$ cat src/b2da_pkg.sv
// Shared types, constants and the control store of the binary to decimal ASCII stream.
`default_nettype none
package b2da_pkg;

  localparam int unsigned ValueBitsDef = 32;
  localparam logic [5:0]  AsciiZero    = 6'd48;
  localparam logic [3:0]  DabbleLimit  = 4'd5;
  localparam logic [3:0]  DabbleAdd    = 4'd3;

  // Decimal digits needed for an n-bit unsigned value: floor(n * log10(2)) + 1.
  function automatic int unsigned num_digits(input int unsigned bits);
    return ((bits * 1233) >> 12) + 1;
  endfunction

  typedef enum logic [1:0] {
    STEP_IDLE   = 2'd0,
    STEP_DABBLE = 2'd1,
    STEP_SKIP   = 2'd2,
    STEP_EMIT   = 2'd3
  } step_e;

  typedef enum logic [1:0] {
    OP_LOAD   = 2'd0,
    OP_DABBLE = 2'd1,
    OP_SKIP   = 2'd2,
    OP_EMIT   = 2'd3
  } op_e;

  typedef enum logic [1:0] {
    COND_ACCEPT    = 2'd0,
    COND_BITS_DONE = 2'd1,
    COND_NO_LEAD   = 2'd2,
    COND_LAST_SENT = 2'd3
  } cond_e;

  typedef struct packed {
    op_e   op;
    cond_e cond;
    step_e target;
    logic  in_ready;
  } ucode_t;

  typedef struct packed {
    logic load;
    logic dabble;
    logic skip;
    logic emit;
  } dp_ctrl_t;

  typedef struct packed {
    logic bits_last;   // final shift of the conversion
    logic lead_zero;   // top digit is a leading zero that may be dropped
    logic last_digit;  // one digit left to send
    logic out_free;    // output register can take a word
  } dp_stat_t;

  // Control store: on its condition a step jumps to its target, else it repeats.
  function automatic ucode_t ucode_rom(input step_e step);
    ucode_t w;
    unique case (step)
      STEP_IDLE:   w = '{op: OP_LOAD,   cond: COND_ACCEPT,    target: STEP_DABBLE, in_ready: 1'b1};
      STEP_DABBLE: w = '{op: OP_DABBLE, cond: COND_BITS_DONE, target: STEP_SKIP,   in_ready: 1'b0};
      STEP_SKIP:   w = '{op: OP_SKIP,   cond: COND_NO_LEAD,   target: STEP_EMIT,   in_ready: 1'b0};
      STEP_EMIT:   w = '{op: OP_EMIT,   cond: COND_LAST_SENT, target: STEP_IDLE,   in_ready: 1'b0};
      default:     w = '{op: OP_LOAD,   cond: COND_ACCEPT,    target: STEP_DABBLE, in_ready: 1'b1};
    endcase
    return w;
  endfunction

endpackage
`default_nettype wire

$ cat src/b2da_datapath.sv
// Shift-and-add-3 datapath, digit shifter and output register of the converter.
`default_nettype none
module b2da_datapath
  import b2da_pkg::*;
#(
  parameter int unsigned VALUE_BITS = ValueBitsDef
) (
  input  wire logic                  clk_i,
  input  wire logic                  rst_ni,
  input  wire dp_ctrl_t              ctrl_i,
  input  wire logic [VALUE_BITS-1:0] value_i,
  input  wire logic                  out_ready_i,
  output dp_stat_t                   stat_o,
  output logic                       out_valid_o,
  output logic [5:0]                 out_char_o,
  output logic                       out_last_o
);

  localparam int unsigned NumDig = num_digits(VALUE_BITS);
  localparam int unsigned BcdW   = 4 * NumDig;
  localparam int unsigned CntW   = $clog2(VALUE_BITS + 1);
  localparam int unsigned DigW   = $clog2(NumDig + 1);

  logic [VALUE_BITS-1:0] bin_q, bin_d;
  logic [BcdW-1:0]       bcd_q, bcd_d, bcd_adj;
  logic [CntW-1:0]       cnt_q, cnt_d;
  logic [DigW-1:0]       dig_q, dig_d;
  logic                  out_valid_q, out_valid_d;
  logic [5:0]            out_char_q, out_char_d;
  logic                  out_last_q, out_last_d;
  logic [3:0]            top_digit;

  assign top_digit = bcd_q[BcdW-1 -: 4];

  // Add three to every digit of five or more before the shift.
  always_comb begin
    for (int i = 0; i < NumDig; i++) begin
      if (bcd_q[4*i +: 4] >= DabbleLimit) begin
        bcd_adj[4*i +: 4] = bcd_q[4*i +: 4] + DabbleAdd;
      end else begin
        bcd_adj[4*i +: 4] = bcd_q[4*i +: 4];
      end
    end
  end

  assign stat_o.bits_last  = (cnt_q == CntW'(1));
  assign stat_o.lead_zero  = (top_digit == 4'd0) && (dig_q != DigW'(1));
  assign stat_o.last_digit = (dig_q == DigW'(1));
  assign stat_o.out_free   = !out_valid_q || out_ready_i;

  always_comb begin
    bin_d       = bin_q;
    bcd_d       = bcd_q;
    cnt_d       = cnt_q;
    dig_d       = dig_q;
    out_char_d  = out_char_q;
    out_last_d  = out_last_q;
    out_valid_d = out_valid_q && !out_ready_i;
    if (ctrl_i.load) begin
      bin_d = value_i;
      bcd_d = '0;
      cnt_d = CntW'(VALUE_BITS);
      dig_d = DigW'(NumDig);
    end
    if (ctrl_i.dabble) begin
      bcd_d = {bcd_adj[BcdW-2:0], bin_q[VALUE_BITS-1]};
      bin_d = {bin_q[VALUE_BITS-2:0], 1'b0};
      cnt_d = cnt_q - CntW'(1);
    end
    if (ctrl_i.skip) begin
      bcd_d = {bcd_q[BcdW-5:0], 4'd0};
      dig_d = dig_q - DigW'(1);
    end
    if (ctrl_i.emit) begin
      out_valid_d = 1'b1;
      out_char_d  = AsciiZero + {2'b00, top_digit};
      out_last_d  = (dig_q == DigW'(1));
      bcd_d       = {bcd_q[BcdW-5:0], 4'd0};
      dig_d       = dig_q - DigW'(1);
    end
  end

  always_ff @(posedge clk_i or negedge rst_ni) begin
    if (!rst_ni) begin
      out_valid_q <= 1'b0;
      cnt_q       <= '0;
      dig_q       <= '0;
    end else begin
      out_valid_q <= out_valid_d;
      cnt_q       <= cnt_d;
      dig_q       <= dig_d;
    end
  end

  always_ff @(posedge clk_i) begin
    bin_q      <= bin_d;
    bcd_q      <= bcd_d;
    out_char_q <= out_char_d;
    out_last_q <= out_last_d;
  end

  assign out_valid_o = out_valid_q;
  assign out_char_o  = out_char_q;
  assign out_last_o  = out_last_q;

endmodule
`default_nettype wire

$ cat src/binary_to_decimal_ascii_stream.sv
// Top level: microcoded step sequencer driving the binary to decimal ASCII datapath.
// Sequence per value: the load step, the one-bit-per-cycle shift-and-add-3 loop, the skip
//   step that drops leading zero digits and the emit step that sends each remaining digit.
// A new value is taken only in the idle step, after the last digit word of the previous value
//   has gone into the output register.
// One digit word per cycle leaves the output register while the sink is ready; last digit word carries tlast.
// Reset: asynchronous, active low; returns the sequencer to idle and empties the output.
`default_nettype none
module binary_to_decimal_ascii_stream
  import b2da_pkg::*;
#(
  parameter int unsigned VALUE_BITS = ValueBitsDef
) (
  input  wire logic                               clk_i,
  input  wire logic                               rst_ni,
  input  wire logic                               s_axis_tvalid,
  output logic                                    s_axis_tready,
  input  wire logic [((VALUE_BITS+7)/8)*8-1:0]    s_axis_tdata,  // [VALUE_BITS-1:0] value
  output logic                                    m_axis_tvalid,
  input  wire logic                               m_axis_tready,
  output logic [7:0]                              m_axis_tdata,  // [5:0] digit_char
  output logic                                    m_axis_tlast   // last_digit
);

  step_e    step_q, step_d;
  ucode_t   uword;
  dp_ctrl_t ctrl;
  dp_stat_t stat;
  logic     cond_ok;
  logic [5:0] out_char;

  assign uword = ucode_rom(step_q);

  always_comb begin
    unique case (uword.cond)
      COND_ACCEPT:    cond_ok = s_axis_tvalid && uword.in_ready;
      COND_BITS_DONE: cond_ok = stat.bits_last;
      COND_NO_LEAD:   cond_ok = !stat.lead_zero;
      COND_LAST_SENT: cond_ok = stat.out_free && stat.last_digit;
      default:        cond_ok = 1'b0;
    endcase
  end

  // Next step: jump on condition, else repeat.
  always_comb begin
    step_d = step_q;
    if (cond_ok) begin
      step_d = uword.target;
    end
  end

  // Decode the control word into datapath strobes.
  always_comb begin
    ctrl = '0;
    unique case (uword.op)
      OP_LOAD:   ctrl.load   = s_axis_tvalid && uword.in_ready;
      OP_DABBLE: ctrl.dabble = 1'b1;
      OP_SKIP:   ctrl.skip   = stat.lead_zero;
      OP_EMIT:   ctrl.emit   = stat.out_free;
      default:   ctrl        = '0;
    endcase
  end

  always_ff @(posedge clk_i or negedge rst_ni) begin
    if (!rst_ni) begin
      step_q <= STEP_IDLE;
    end else begin
      step_q <= step_d;
    end
  end

  assign s_axis_tready = uword.in_ready;

  b2da_datapath #(
    .VALUE_BITS(VALUE_BITS)
  ) u_dp (
    .clk_i      (clk_i),
    .rst_ni     (rst_ni),
    .ctrl_i     (ctrl),
    .value_i    (s_axis_tdata[VALUE_BITS-1:0]),
    .out_ready_i(m_axis_tready),
    .stat_o     (stat),
    .out_valid_o(m_axis_tvalid),
    .out_char_o (out_char),
    .out_last_o (m_axis_tlast)
  );

  assign m_axis_tdata = {2'b00, out_char};

endmodule
`default_nettype wire

$ cat config.mk
export PLATFORM = sky130hd
export DESIGN_NAME = binary_to_decimal_ascii_stream
export DESIGN_NICKNAME = d
export VERILOG_FILES = /design/src/b2da_pkg.sv /design/src/b2da_datapath.sv /design/src/binary_to_decimal_ascii_stream.sv
export SDC_FILE = /design/constraint.sdc
export NUM_CORES = 1
export LEC_CHECK = 0
export ABC_AREA = 1
export BUFFER_PORTS_ARGS = -buffer_cell sky130_fd_sc_hd__buf_2
export CAP_MARGIN = 25
export CORE_MARGIN = 2
export CORE_UTILIZATION = 40
export CTS_CLUSTER_DIAMETER = 150
export CTS_CLUSTER_SIZE = 12
export DETAILED_ROUTE_END_ITERATION = 10
export MAX_ROUTING_LAYER = met4
export PLACE_DENSITY_LB_ADDON = 0.25
export SYNTH_ARGS = -nofsm -noshare
export SYNTH_HDL_FRONTEND = slang
export SYNTH_SLANG_ARGS = --single-unit
$ cat constraint.sdc
create_clock -name clk_i -period 6.95 [get_ports clk_i]
set_clock_uncertainty 0.05 [all_clocks]
set_input_delay 0.3475 -clock clk_i [delete_from_list [all_inputs] [get_ports clk_i]]
set_output_delay 0.3475 -clock clk_i [all_outputs]
set_load 0.02 [all_outputs]
==> summary.md, run 1 <==
| Metric | Value |
|---|---|
| CTS Root Cell | clkbuf_16 |
| Hold Startpoint | s_axis_tdata[0] |
| Finished Layout Cells | 682 |
| Max-Slew Margin vs Limit | 55.2% |
| Vias in the first global route | 3300 |
| Hold Crit Class | in2reg |
| Critical path class | reg2reg |
| Most frequent cells in the layout | nand2_1, edfxtp_1, inv_1 |
| Worst VDD drop | 197 uV |
| Crit start category | flop |
| Setup TNS | 0 ps |
| Post-synthesis sequential area ratio | 52.7% |
| Slowest stage delay, CP | 430 ps |
| CP Capture Type | flop |
| CTS buffer count | 9 |
| Ys Warns | 0 |
| Largest net degree at the start of global routing | 39 |
| 1st-iter DRT viols | 211 |
| Routability cong. | 0.761 |
| Drt via density | 4.98 |
| Grt total ovfl | 0 |
| Critical Path AT | 2630 ps |
| Routed len/inst | 13.0 um |
| CP Data Required Time | 6880 ps |
| Layout area overhead | 11.9% |
| P_leak | 0.00236 uW |
| Crit-path cells | inv_1 > ha_1 > buf_4 > inv_4 > nand2_1 > buf_4 > nor2_1 > inv_1 > buf_4 |
| Max Clock Freq | 0.370 GHz |
| Met2 Use GR | 22.4% |
| Cell count after placement | 665 |
| Clock slew at reported path FFs | 60 ps |
| Tcrit/Tclk final | 38.8% |
| RR Startpoint | step_q[1]$_DFFE_PN0P_ |
| Largest family of logic cells by synthesized area | compound AO/OA/AOI/OAI gates |
| CP bufs+invs | 6 |
| Synthesized flop and latch total | 90 |
| ANT cells | 0 |
| Largest delay share family, worst path | buffers and inverters |
| Die Width | 115 um |
| Max cap viols | 0 |
| Worst setup startpoint | step_q[1]$_DFFE_PN0P_ |
| Final wirelength | 8.84 mm |
| GRT Total Usage | 15.0% |
| RSZ-0062 raised after global routing | false |
| Clk sink count | 90 |
| CP dominant cell by count | buf_4 |
| Met1 Usage GRT | 20.4% |
| Post-Synth Simple-Gate Area | 13.8% |
| PD cells | 503 nW/um^2 |
| DRC | 0 |
| Layout cells sized above 1 | 18.5% |
| Port Buffers | 42 |
| Core Box Area | 12000 sq um |
| DRT antenna net count | 0 |
| Mapped Avg Cell Area | 10.1 sq um |
| Slew Limit Fails | 0 |
| Met3 usage | 3.53% |
| Hold_ws | 175 ps |
| Clock period minus worst slack | 2700 ps |
| Antenna violations before repair | 0 |
| Hpwl dp | 5.89 mm |
| Skew-Pair Late Insertion Delay | 340 ps |
| Post-synthesis xor/xnor area fraction | 2.14% |
| First-pass GRT wire length | 15.3 mm |
| Maximum buffer depth of the clock tree | 2 |
| Die area | 13200 sq um |
| CTS tree | yes |
| Outcome | complete, no violations |
| Fillers | 1177 |
| Die H | 115 um |
| Worst-Margin Slew | 671 ps |
| Post-synthesis mux area share | 0% |
| Row Count | 40 |
| Post-CTS Setup Inserts | 0 |
| Mapped cell area | 4910 sq um |
| Final setup viols | 0 |
| Vias post-DR | 3398 |
| CTS H-tree lvls | 3 |
| Compound-Gate Fraction of Synth Area | 16.1% |
| Commonest non-fill, non-tap cell in the layout | nand2_1 |
| Final Util | 45.8% |
| Number of library cell types mapped by synthesis | 32 |
| Slowest stage cell, crit path | dfrtp_1 |
| GRT busiest layer | met2 |
| Post-Synth Adder-Cell Area | 7.89% |
| Mapped Cells | 488 |
| Top Ports | 47 |
| Final hold violation count | 0 |
| Total iterations of the first detailed-routing run | 5 |
| Net count, final | 597 |
| CP Max Fanout | 38 |
| Initial Util | 40.9% |
-- worst reg2reg max path, stage by stage (launching register included) --
cell and delay [ps]:
dfrtp_1 430, inv_1 120, ha_1 150, buf_4 340
inv_4 100, nand2_1 80, buf_4 390, nor2_1 150
inv_1 80, buf_4 420
-- area by class of cell --
type	count	area, sq um	share of cell area (%)
clock buffers	11	233	4.23
clock inverters	5	31.3	0.569
well taps	147	184	3.35
repair buffers	47	250	4.55
multi-input cells	321	1980	36.0
flip-flops and latches	90	2590	47.1
inverters	61	231	4.21
-- worst paths after layout --
kind                                              end  slack (ps)  depth (start not counted)
hold / removal             u_dp.bin_q[0]$_SDFFE_PP0P_         170                          3
max in group asynchronous   u_dp.cnt_q[1]$_DFFE_PN0P_        6240                          2
setup reg to reg             u_dp.bcd_q[16]$_DFFE_PP_        4250                          9
setup / recovery             u_dp.bcd_q[16]$_DFFE_PP_        4250                          9
min in group asynchronous   u_dp.cnt_q[3]$_DFFE_PN0P_         380                          2
hold reg to reg            u_dp.bcd_q[3]$_SDFFE_PP0P_         400                          2
-- power breakdown --
| part | internal [uW] | switching, uW |
|---|---|---|
| combinational | 411 | 755 |
| clock | 241 | 197 |
| sequential | 989 | 173 |
| total | 1640 | 1120 |
-- synth_stat cells --
cell / number / area share, %
buf_4: 7 / 1.1
nand2_4: 1 / 0.23
a31oi_1: 1 / 0.13
conb_1: 2 / 0.15
xor2_1: 10 / 1.8
nand4_2: 1 / 0.25
edfxtp_1: 72 / 44
o22ai_1: 1 / 0.13
o21ai_2: 20 / 3.6
a21oi_1: 14 / 1.4
ha_1: 31 / 7.9
a22oi_1: 1 / 0.15
xnor2_1: 2 / 0.36
buf_2: 5 / 0.51
inv_2: 1 / 0.076
inv_1: 59 / 4.5
o21ai_1: 5 / 0.51
nand2_2: 1 / 0.13
clkbuf_1: 3 / 0.23
nor2_8: 1 / 0.41
dfxtp_1: 5 / 2.0
nand2_1: 96 / 7.3
nor2_1: 15 / 1.1
a22o_1: 30 / 5.3
inv_4: 1 / 0.13
nand3_1: 22 / 2.2
dfrtp_1: 13 / 6.6
nor2_2: 3 / 0.38
or2_2: 10 / 1.3
o21ai_0: 48 / 4.9
nor3_1: 4 / 0.41
buf_6: 3 / 0.69
-- cell families after synthesis --
logic type / after synthesis
compound gates: 120
xor+xnor: 12
fa+ha+maj: 31
buf+inv: 79
flops: 90
other cells: 2
simple gates: 154
-- registers in the layout, summed over array words and instances (netlist names) --
name / flops
u_dp.out_valid_o: 1
u_dp.out_char_o: 4
u_dp.bcd_q: 40
u_dp.dig_q: 4
u_dp.bin_q: 32
u_dp.cnt_q: 6
step_q: 2
u_dp.out_last_o: 1
-- per-stage QoR --
stage	cell area, sq um	total power (uW)	worst slack, ps
CTS	5500	2800	4210
global placement	5220	2300	4280
finish	5500	2770	4250
global route	5500	3020	3990
floorplan	4920	2080	3740
detailed placement	5220	2340	4230
-- routing by layer --
| layer | share of wire [%] | vias up |
|---|---|---|
| met3 | 4.6 | 7 |
| met1 | 50 | 1574 |
| met2 | 45 | 71 |
| met5 | 0 | - |
| li1 | - | 1746 |
| met4 | 1.0 | 0 |
-- repair_timing --
item | in CTS | in global routing
endpoints found under the setup margin | 0 | 0
hold buffers | 1 | 0
resized for setup | 0 | 0
hold endpoints to repair | 13 | 0
Power figures use the tool's default switching activity.
==> run 2: changes to the inputs <==
Clock period 6.95 ns to 2.31 ns, I/O delays scaled along.
==> run 2 against run 1 <==
Effect of this change: register-to-register slack worse by 3900 ps; clock power rose to 3.8 times the previous value; maximum frequency rose by 39%; worst setup slack worse by 3900 ps; first-iteration DRC count increased by 9.0%; hold slack got worse by 160 ps; global-route usage up 1.0 points; count of clock-buffer cells in the layout down 1; cell count is 3.2% higher; wire length up 8.1%; sequential power rose to 3.0 times the previous value; utilization rose by 2.9 points; largest power group unchanged.
==> summary.md, run 2 (same netlist as run 1, synthesis figures left out) <==
| Metric | Value |
|---|---|
| Largest Register | u_dp.bcd_q |
| Net count, final | 619 (+3.7%) |
| Total power | 8950 uW (+220%) |
| Cell count after placement | 669 (+0.60%) |
| 1st-iter DRT viols | 230 (+9.0%) |
| Largest net degree at the start of global routing | 36 (-7.7%) |
| Power share of the clock group | 18.7% (+2.8 points) |
| PD cells | 1530 nW/um^2 (+200%) |
| DRC | 0 (unchanged) |
| Most frequent cells in the layout | nand2_1, edfxtp_1, inv_1 |
| Hold Startpoint | s_axis_tdata[8] |
| RSZ-0062 raised after global routing | false |
| Max cap viols | 0 (unchanged) |
| Maximum buffer depth of the clock tree | 2 (unchanged) |
| Critical path class | reg2reg |
| Largest regs | u_dp.bcd_q: 40 flops, u_dp.bin_q: 32 flops, u_dp.cnt_q: 6 flops |
| CP Capture Type | flop |
| Die area | 13200 sq um (unchanged) |
| Final wirelength | 9.55 mm (+8.1%) |
| GRT Total Usage | 16.0% (+1.0 points) |
| Clk sink count | 90 (unchanged) |
| Post-route cell area | 5840 sq um (+6.3%) |
| Skew-Pair Late Insertion Delay | 340 ps (about the same) |
| Internal | 5410 uW (+230%) |
| First-pass GRT wire length | 16.2 mm (+5.9%) |
| Top Ports | 47 (unchanged) |
| RR Startpoint | u_dp.bcd_q[36]$_DFFE_PP_ |
| CP Data Required Time | 2270 ps (-4610 ps) |
| Fillers | 1111 (-5.6%) |
| Worst VDD drop | 705 uV (+260%) |
| Routability cong. | 0.817 (+7.4%) |
| Crit start category | flop |
| Layout cells sized above 1 | 19.4% (+0.88 points) |
| Combinational Power Share | 42.1% (about the same) |
| CP Max Fanout | 23 (-39%) |
| Clock slew at reported path FFs | 60 ps (about the same) |
| Grt total ovfl | 0 (unchanged) |
| Routed len/inst | 13.6 um (+4.7%) |
| Initial Util | 40.9% (unchanged) |
| Slew Limit Fails | 0 (unchanged) |
| DRT antenna net count | 0 (unchanged) |
| Die H | 115 um (unchanged) |
| Finished Layout Cells | 704 (+3.2%) |
| CTS buffer count | 9 (unchanged) |
| Vias post-DR | 3532 (+3.9%) |
| Vias in the first global route | 3527 (+6.9%) |
| CTS Root Cell | clkbuf_16 |
| Final hold violation count | 0 (unchanged) |
| Worst setup startpoint | u_dp.bcd_q[36]$_DFFE_PP_ |
| Clock period minus worst slack | 1940 ps (-764 ps) |
| Placed Area | 5310 sq um (+1.7%) |
| CTS H-tree lvls | 3 (unchanged) |
| Sw frac | 39.5% (-1.1 points) |
| Max Clock Freq | 0.517 GHz (+39%) |
| Drt via density | 5.02 (+0.70%) |
| Core Box Area | 12000 sq um (unchanged) |
| Commonest non-fill, non-tap cell in the layout | nand2_1 |
| Die Width | 115 um (unchanged) |
| P_leak | 0.00249 uW (+5.8%) |
| Layout area overhead | 18.9% |
| Outcome | complete, no violations |
| ANT cells | 0 (unchanged) |
| Row Count | 40 (unchanged) |
| Antenna violations before repair | 0 (unchanged) |
| Hold_ws | 13.1 ps (-162 ps) |
| Switching power | 3540 uW (+210%) |
| CTS tree | yes |
| Setup TNS | 0 ps (unchanged) |
| Final setup viols | 0 (unchanged) |
| Critical Path AT | 1900 ps (-730 ps) |
| Tcrit/Tclk final | 83.8% (+45 points) |
| Port Buffers | 42 (unchanged) |
| Post-cts sizing count | 0 (unchanged) |
| Hold Crit Class | in2reg |
| Hpwl dp | 6.39 mm (+8.5%) |
| Sequential power share | 39.1% (-2.9 points) |
| Max FFs per register | 40 (unchanged) |
| Total iterations of the first detailed-routing run | 5 (unchanged) |
[run 2: changes by cell type in the layout (fill, tap and decap cells not counted), sizes merged]
cell	change
buf	+4
clkbuf	-1
inv	-1
bufinv	+3
clkinvlp	+1
clkinv	-2
dlygate4sd3	+18
[run 2: path summary, 6_finish.rpt]
path	cells past startpoint	end	slack, ps
worst max-delay path	7	u_dp.bcd_q[30]$_DFFE_PP_	370
worst min-delay path	2	u_dp.bin_q[8]$_DFFE_PP_	10
worst max register to register	7	u_dp.bcd_q[30]$_DFFE_PP_	370
worst min register to register	2	u_dp.bcd_q[0]$_SDFFE_PP0P_	400
max in group asynchronous	2	step_q[0]$_DFFE_PN0P_	1810
min in group asynchronous	2	u_dp.cnt_q[3]$_DFFE_PN0P_	160
[run 2: layout make-up]
type / count / area [sq um] / share of cell area (%)
flip-flops and latches: 90 / 2590 / 44.3
well taps: 147 / 184 / 3.15
clock inverters: 6 / 115 / 1.97
multi-input cells: 321 / 2010 / 34.4
inverters: 61 / 235 / 4.02
repair buffers: 69 / 485 / 8.31
clock buffers: 10 / 229 / 3.92
[run 2: what timing repair did]
| action | in CTS | in global routing |
|---|---|---|
| hold buffers | 19 | 0 |
| hold endpoints to repair | 31 | 0 |
| buffers inserted | 0 | 0 |
| setup endpoints to repair | 0 | 0 |
[run 2: power groups by stage]
stage	clock network [uW]	logic, uW	registers [uW]
after floorplan	0	2930	3380
after detailed placement	0	3780	3520
final	1680	3770	3500
after global placement	0	3650	3510
after CTS	1720	3830	3500
after global routing	1770	4300	3610
[run 2: stage by stage]
stage               setup WS [ps]  util, %
finish                        375     48.7
global route                  228     48.7
CTS                           357     48.7
detailed placement            371     44.2
global placement              419     44.2
floorplan                    33.1        -
[run 2: routing by layer]
layer	up-vias	global-route usage (%)	wire (um)
met5	-	-	0
met4	0	4.34	110
met3	13	4.59	424
met2	85	26.4	4640
met1	1646	19.3	4380
li1	1788	-	-
[run 2: worst max-delay path: stages (launching register included)]
cell and delay (ps):
edfxtp_1 420, inv_1 140, ha_1 200, nand4_2 120, nand2_4 230, nor2_4 70, clkinvlp_4 70, buf_4 290
==> run 3: changes to the inputs <==
Clock period 2.31 ns to 1.8 ns, I/O delays scaled along.
==> run 3 against run 2 <==
Effect of this change: via count is 2.3% higher; register-to-register slack lost 310 ps; cell area rose by 5.5%; worst setup slack worse by 310 ps; flip-flop and latch count did not move; global-route usage down 0.37 points; maximum frequency rose by 11%; utilization increased by 2.7 points; die area is the same; count of clock-buffer cells in the layout stayed put; non-clock buffer count is 25 higher; critical path depth is the same; critical endpoint is now u_dp.bcd_q[25]$_DFFE_PP_; highest routed layer unchanged.
==> summary.md, run 3 (same netlist as run 1, synthesis figures left out) <==
| Metric | Value |
|---|---|
| Outcome | complete, no violations |
| Grt total ovfl | 0 (unchanged) |
| Max Clock Freq | 0.575 GHz (+11%) |
| Max cap viols | 0 (unchanged) |
| ANT cells | 0 (unchanged) |
| GRT Total Usage | 15.6% (-0.37 points) |
| Die area | 13200 sq um (unchanged) |
| Final wirelength | 9.50 mm (-0.52%) |
| Skew-Pair Late Insertion Delay | 330 ps (about the same) |
| Row Count | 40 (unchanged) |
| Die Width | 115 um (unchanged) |
| Vias post-DR | 3615 (+2.3%) |
| CP Capture Type | flop |
| PD cells | 1920 nW/um^2 (+25%) |
| Top Ports | 47 (unchanged) |
| Final setup viols | 0 (unchanged) |
| First-pass GRT wire length | 16.0 mm (-1.2%) |
| Clock period minus worst slack | 1740 ps (-196 ps) |
| CP Data Required Time | 1780 ps (-490 ps) |
| Placed Area | 5480 sq um (+3.1%) |
| DRC | 0 (unchanged) |
| Commonest non-fill, non-tap cell in the layout | nand2_1 |
| Routability cong. | 0.818 (+0.11%) |
| Maximum buffer depth of the clock tree | 2 (unchanged) |
| Critical path class | reg2reg |
| 1st-iter DRT viols | 196 (-15%) |
| R2R setup slack | 60 ps (-310 ps) |
| Hold Startpoint | s_axis_tdata[12] |
| Most frequent cells in the layout | nand2_1, edfxtp_1, inv_1 |
| Port Buffers | 42 (unchanged) |
| Hold Crit Depth | 2 (unchanged) |
| Crit start category | flop |
| DRT antenna net count | 0 (unchanged) |
| Reg2Reg Depth | 7 (unchanged) |
| CTS buffer count | 9 (unchanged) |
| RSZ-0062 raised after global routing | true |
| Total power | 11800 uW (+32%) |
| Worst setup margin | 60.4 ps (-314 ps) |
| CTS H-tree lvls | 3 (unchanged) |
| Hpwl dp | 6.27 mm (-1.9%) |
| Total iterations of the first detailed-routing run | 5 (unchanged) |
| Worst VDD drop | 918 uV (+30%) |
| Pre-CTS setup slack | -44.4 ps (-415 ps) |
| RR Startpoint | step_q[0]$_DFFE_PN0P_ |
| Clock slew at reported path FFs | 60 ps (about the same) |
| Post-route cell area | 6170 sq um (+5.5%) |
| Largest Register | u_dp.bcd_q |
| CP Max Fanout | 24 (+4.3%) |
| Hold Crit Class | in2reg |
| Layout cells sized above 1 | 22.3% (+2.9 points) |
| Drt via density | 4.96 (-1.2%) |
| Routed len/inst | 13.0 um (-3.9%) |
| Hold_ws | 9.63 ps (-3.51 ps) |
| Slew Limit Fails | 0 (unchanged) |
| CTS tree | yes |
| Critical Path AT | 1720 ps (-180 ps) |
| Reg-to-Reg End | u_dp.bcd_q[25]$_DFFE_PP_ |
| Tcrit/Tclk final | 96.6% (+13 points) |
| Max FFs per register | 40 (unchanged) |
| Largest net degree at the start of global routing | 35 (-2.8%) |
| Initial Util | 40.9% (unchanged) |
| Layout area overhead | 25.5% |
| Antenna violations before repair | 0 (unchanged) |
| CTS Root Cell | clkbuf_16 |
| Final hold violation count | 0 (unchanged) |
| Hold Crit Endpoint | u_dp.bin_q[12]$_DFFE_PP_ |
| Largest regs | u_dp.bcd_q: 40 flops, u_dp.bin_q: 32 flops, u_dp.cnt_q: 6 flops |
| P_leak | 0.00262 uW (+5.1%) |
| Clk sink count | 90 (unchanged) |
| Vias in the first global route | 3559 (+0.91%) |
| Die H | 115 um (unchanged) |
| Net count, final | 644 (+4.0%) |
| Core Box Area | 12000 sq um (unchanged) |
run 3: cell count changes in the layout (fill, tap and decap cells not counted), moves of 4 or more:
| cell | change |
|---|---|
| buf_12 | +6 |
| dlygate4sd3_1 | +14 |
| ha_1 | -5 |
| inv_1 | -4 |
| o21ai_0 | -4 |
| o21ai_1 | +4 |
run 3: layout make-up:
class	count	area, sq um
multi-input cells	321	2050
inverters	61	243
clock buffers	10	229
clock inverters	6	65.1
flip-flops and latches	90	2590
repair buffers	94	805
fillers	1052	5850
well taps	147	184
run 3: critical path: stages (launching register included):
cell and delay, ps:
dfrtp_1 410, inv_2 120, ha_2 200, nand4_2 130
nand2_4 170, nor2_4 60, clkinvlp_4 100, buf_12 180
run 3: timing repair:
action / CTS / global route
gates cloned: 0 / 1
endpoints found under the hold margin: 45 / 0
hold buffers: 33 / 0
buffers inserted: 1 / 1
pin swaps: 1 / 2
endpoints found under the setup margin: 40 / 73
resized for setup: 1 / 13
run 3: per-stage QoR:
stage | setup TNS (ps) | std cells | utilization [%]
after CTS | 0 | 727 | 50.8
after global placement | 0 | 677 | 45.6
after detailed placement | -545 | 677 | 45.6
final | 0 | 729 | 51.3
after floorplan | -11600 | 490 | -
after global routing | -132 | 729 | 51.3
run 3: power by group:
group | total (uW) | leakage [uW] | internal [uW] | switching [uW]
Clock | 1880 | 0.000143 | 1080 | 797
Combinational | 5480 | 0.00156 | 2260 | 3210
Sequential | 4460 | 0.000914 | 3810 | 651
run 3: per-layer routing:
metal | share of wire, % | global-route usage, % | routed length, um
met1 | 47 | 19.4 | 4420
met2 | 48 | 25.9 | 4580
met3 | 4.2 | 3.58 | 396
met4 | 1.1 | 4.10 | 102
met5 | 0 | - | 0
run 3: how the worst max path moves through the flow:
| stage | start | to | cells past startpoint |
|---|---|---|---|
| 3_5_place_dp | step_q[0]$_DFFE_PN0P_ | u_dp.bcd_q[9]$_DFFE_PP_ | 8 |
| 6_report | step_q[0]$_DFFE_PN0P_ | u_dp.bcd_q[25]$_DFFE_PP_ | 7 |
| 5_1_grt | step_q[1]$_DFFE_PN0P_ | u_dp.bin_q[1]$_DFFE_PP_ | 7 |
| 4_1_cts | u_dp.bcd_q[37]$_DFFE_PP_ | u_dp.bcd_q[22]$_DFFE_PP_ | 7 |
| 2_1_floorplan | step_q[1]$_DFFE_PN0P_ | u_dp.bcd_q[10]$_DFFE_PP_ | 7 |
| 3_3_place_gp | step_q[0]$_DFFE_PN0P_ | u_dp.bcd_q[16]$_DFFE_PP_ | 7 |
